### src/rtl/gtbs_pkg.sv
// Glyph table binary search: shared constants.
// No dependencies; imported by every other file of the block except gtbs_ram.
package gtbs_pkg;

	localparam int COUNT_W   = 8;
	localparam int CNT_W     = COUNT_W + 1;
	localparam int INDEX_W   = 8;
	localparam int CODE_W    = 8;
	localparam int WIDTH_W   = 8;
	localparam int OFFSET_W  = 16;
	localparam int WORD_W    = CODE_W + WIDTH_W + OFFSET_W;
	localparam int CODE_LSB  = WIDTH_W + OFFSET_W;
	localparam int WIDTH_LSB = OFFSET_W;

	localparam int TABLE_DEPTH_DEF = 256;

	localparam logic CMD_LOAD   = 1'b0;
	localparam logic CMD_LOOKUP = 1'b1;

endpackage

### src/rtl/gtbs_cell.sv
// Glyph table binary search: one probe cell, deciding one index bit.
// Depends on gtbs_pkg; receives the table code read for its candidate index.
module gtbs_cell import gtbs_pkg::*; #(
	parameter int AW  = 8,
	parameter int BIT = 0
) (
	input  logic              clk,
	input  logic              arst_n,
	input  logic              in_v,
	input  logic [AW-1:0]     in_idx,
	input  logic [CODE_W-1:0] in_q,
	input  logic [CNT_W-1:0]  cnt,
	input  logic [CODE_W-1:0] rd_code,
	output logic              out_v,
	output logic [AW-1:0]     out_idx,
	output logic [CODE_W-1:0] out_q,
	output logic              rd_re,
	output logic [AW-1:0]     rd_addr
);

	localparam int NB = (BIT > 0) ? BIT - 1 : 0;
	localparam logic [AW-1:0] CUR_BIT  = AW'(1) << BIT;
	localparam logic [AW-1:0] NEXT_BIT = (BIT > 0) ? (AW'(1) << NB) : '0;

	logic              reject;
	logic [AW-1:0]     idx_dec;
	logic [AW-1:0]     nxt;
	logic              v_q;
	logic [AW-1:0]     idx_q;
	logic [CODE_W-1:0] q_q;

	always_comb begin
		reject  = (CNT_W'(in_idx) >= cnt) || (rd_code > in_q);
		idx_dec = reject ? (in_idx & ~CUR_BIT) : in_idx;
		nxt     = idx_dec | NEXT_BIT;
		rd_re   = in_v;
		rd_addr = in_v ? nxt : '0;
	end

	always_ff @(posedge clk or negedge arst_n) begin
		if (!arst_n) begin
			v_q <= 1'b0;
		end else begin
			v_q <= in_v;
		end
	end

	always_ff @(posedge clk) begin
		if (in_v) begin
			idx_q <= nxt;
			q_q   <= in_q;
		end
	end

	assign out_v   = v_q;
	assign out_idx = idx_q;
	assign out_q   = q_q;

endmodule

### config.mk
export PLATFORM = sky130hd
export DESIGN_NAME = gtbs_cell
export DESIGN_NICKNAME = d
export VERILOG_FILES = /design/src/rtl/gtbs_pkg.sv /design/src/rtl/gtbs_cell.sv
export SDC_FILE = /design/constraint.sdc
export NUM_CORES = 1
export LEC_CHECK = 0
export BUFFER_PORTS_ARGS = -buffer_cell sky130_fd_sc_hd__buf_2
export CORE_MARGIN = 1
export CORE_UTILIZATION = 45
export DETAILED_ROUTE_END_ITERATION = 6
export PLACE_DENSITY = 0.82
export SLEW_MARGIN = 20
export SYNTH_ARGS = -nofsm -noshare
export SYNTH_HDL_FRONTEND = slang
export SYNTH_SLANG_ARGS = --single-unit
### constraint.sdc
create_clock -name clk -period 3.4 [get_ports clk]
set_clock_uncertainty 0.2 [all_clocks]
set_input_delay 0.34 -clock clk [delete_from_list [all_inputs] [get_ports clk]]
set_output_delay 0.34 -clock clk [all_outputs]
set_load 0.1 [all_outputs]
==> reports/metrics.cfg <==
[outcome]
status=complete, no violations

[sta]
post-route-min-period_ns=2.52
rsz0062_at_grt=false
fmax_ghz=0.397
slew_viol_final=0
worst-slew-pin-transition_ns=0.488
max-slew-margin-rel=0.677
setup_viol=0
setup_tns_ns=0
finalHoldViolCount=0
finalCritPeriodShare=0.742

[place]
place.gp.congestion=0.722
io_buffers=61
hpwl_um=1630
dp_cells=169

[logic_synthesis]
synthCells=82
syn-cell-area_um2=978
yosys.area_share.xor_xnor=0
synth-compound-area-share=0.0908
synthMuxAreaShare=0
synth_top_family_by_area=adder cells
ys_seq_elements=17
syn_area_per_cell_um2=11.9
ys_types=21
synthAdderAreaFrac=0.205
syn-num-nets=134
yosys_warnings=0
ys_seq_area_frac=0.517
synthSimpleGateAreaFrac=0.119

[die]
die_height_um=48.6
num_rows=16
core-area_mm2=0.00200
initial_core_util=0.489
die_w_um=48.6
num_io_pins=62
die_area_mm2=0.00236

[drt]
via_count=864
drt-total-wl_um=2090
first_iter_violations=23
vias_per_cell=4.97
detail-route-antenna-nets=0
wire_per_inst_um=12.0
drc=0
first_pass_iters=4

[clocking]
cts_sinks=17
cts_made_buffers=3
root_buffer=clkbuf_4
clk_pin_slew_ns=0.10
cts_tree=done
post_cts_buffers=0
cts_buffer_depth=2
cts_max_level=1

[setup_path]
critPathRequiredTime_ns=2.86
crit_start=in_q[1]
critPathBufInv=3
critPathLaunchType=input pin
cp_slowest_cell=buf_2
path_cells=buf_2, inv_1, ha_1, nor2b_1, o211ai_1, a21oi_1, a31oi_1, and4_1, buf_2
crit_top_cell=buf_2
critPathArrivalTime_ns=1.98
crit_type=in -> out
endpoint=rd_addr[0]
critPathTopFamily=buffers and inverters
cp.depth=9
worst_setup_path_end_kind=output pin
cp_slowest_stage_delay_ns=0.43
critPathMaxFanout=2

[final_layout]
layout_commonest_cell=buf_2
drive_gt1_frac=0.456
fill_cells=161
antenna_cells=0
mostFrequentLayoutCells=61 x buf_2, 16 x inv_1, 16 x ha_1, 16 x edfxtp_1
syn_to_final_growth_pct=37.7
num-nets-final=200
fin_cells=174

[global_route]
grt_max_degree=27
antenna_found_initial=0
overflow=0
grt_pass1_vias=816
grt_first_pass_wirelength_um=3360
track_usage=0.186

[min_path]
hold_path_class=in -> reg

[power_and_ir_drop]
ir_worst_vdd_mv=0.213
power_density_mw_per_mm2=459
power.leakage_nw=0.729

[job]
cap_violations=0

-- synthesized netlist by cell type --
master	n	area share
o21ai_0	3	0.015
dfrtp_1	1	0.026
edfxtp_1	16	0.49
nand2b_4	1	0.014
a41o_1	1	0.010
a21oi_1	7	0.036
and4b_1	1	0.010
buf_4	1	0.0077
inv_1	16	0.061
o21bai_1	1	0.0077
a31oi_1	1	0.0064
nor2b_1	1	0.0064
nand2b_1	1	0.0064
a21o_1	1	0.0077
and4_1	1	0.0090
o211ai_1	1	0.0077
and3_2	1	0.0077
and2_1	7	0.045
ha_1	16	0.20
nand4_1	2	0.013
nand2_1	2	0.0077
-- per-stage QoR --
step / setup slack [ns] / instance area, um2 / utilization / power (mW) / hold slack, ns
2_1_floorplan: 0.890 / 978 / - / 0.457 / -0.156
3_3_place_gp: 0.930 / 1310 / 0.654 / 0.506 / -0.0851
3_5_place_dp: 0.880 / 1310 / 0.654 / 0.511 / -0.0831
4_1_cts: 0.871 / 1350 / 0.673 / 0.620 / 0.0275
5_1_grt: 0.779 / 1350 / 0.673 / 0.639 / 0.0276
6_report: 0.879 / 1350 / 0.673 / 0.618 / 0.0283
-- per-layer routing --
metal,vias up,share of wire,GRT usage
met5,-,0,0
li1,420,-,-
met2,46,0.51,0.315
met3,9,0.085,0.0535
met1,389,0.37,0.204
met4,0,0.039,0.118
-- timing repair --
action / 4_1_cts / 5_1_grt
endpoints found under the hold margin: 1 / 0
setup endpoints to repair: 0 / 0
gates resized for setup: 0 / 0
hold buffers: 1 / 0
-- state kept, by name (all words and copies together), names as in the netlist --
| name | cells |
|---|---|
| out_idx | 8 |
| out_q | 8 |
| out_v | 1 |
-- final cells by class --
type | instances | area, um2 | share of cell area
Sequential cell | 17 | 505 | 0.375
Clock inverter | 1 | 5.00 | 0.00371
Clock buffer | 3 | 22.5 | 0.0167
Timing Repair Buffer | 62 | 315 | 0.234
Tap cell | 27 | 33.8 | 0.0251
Multi-Input combinational cell | 48 | 405 | 0.301
Inverter | 16 | 60.1 | 0.0446
-- worst min-delay path by stage --
stage	start	to	cells past startpoint
final	in_q[4]	out_q[4]	1
after global routing	in_q[7]	out_q[7]	1
after CTS	in_q[3]	out_q[3]	1
after detailed placement	arst_n	out_v	1
after global placement	arst_n	out_v	1
after floorplan	arst_n	out_v	0
-- power breakdown --
part / leakage [nW] / total [mW] / switching, mW / internal, mW
clock: 0.0177 / 0.110 / 0.0661 / 0.0438
combinational: 0.544 / 0.258 / 0.205 / 0.0531
sequential: 0.168 / 0.250 / 0.00327 / 0.247
-- cells by family after synthesis --
group	after synthesis
buf+inv	17
flops	17
fa+ha+maj	16
simple gates	17
compound gates	15
Note: power is estimated with default switching activity, not from simulation.
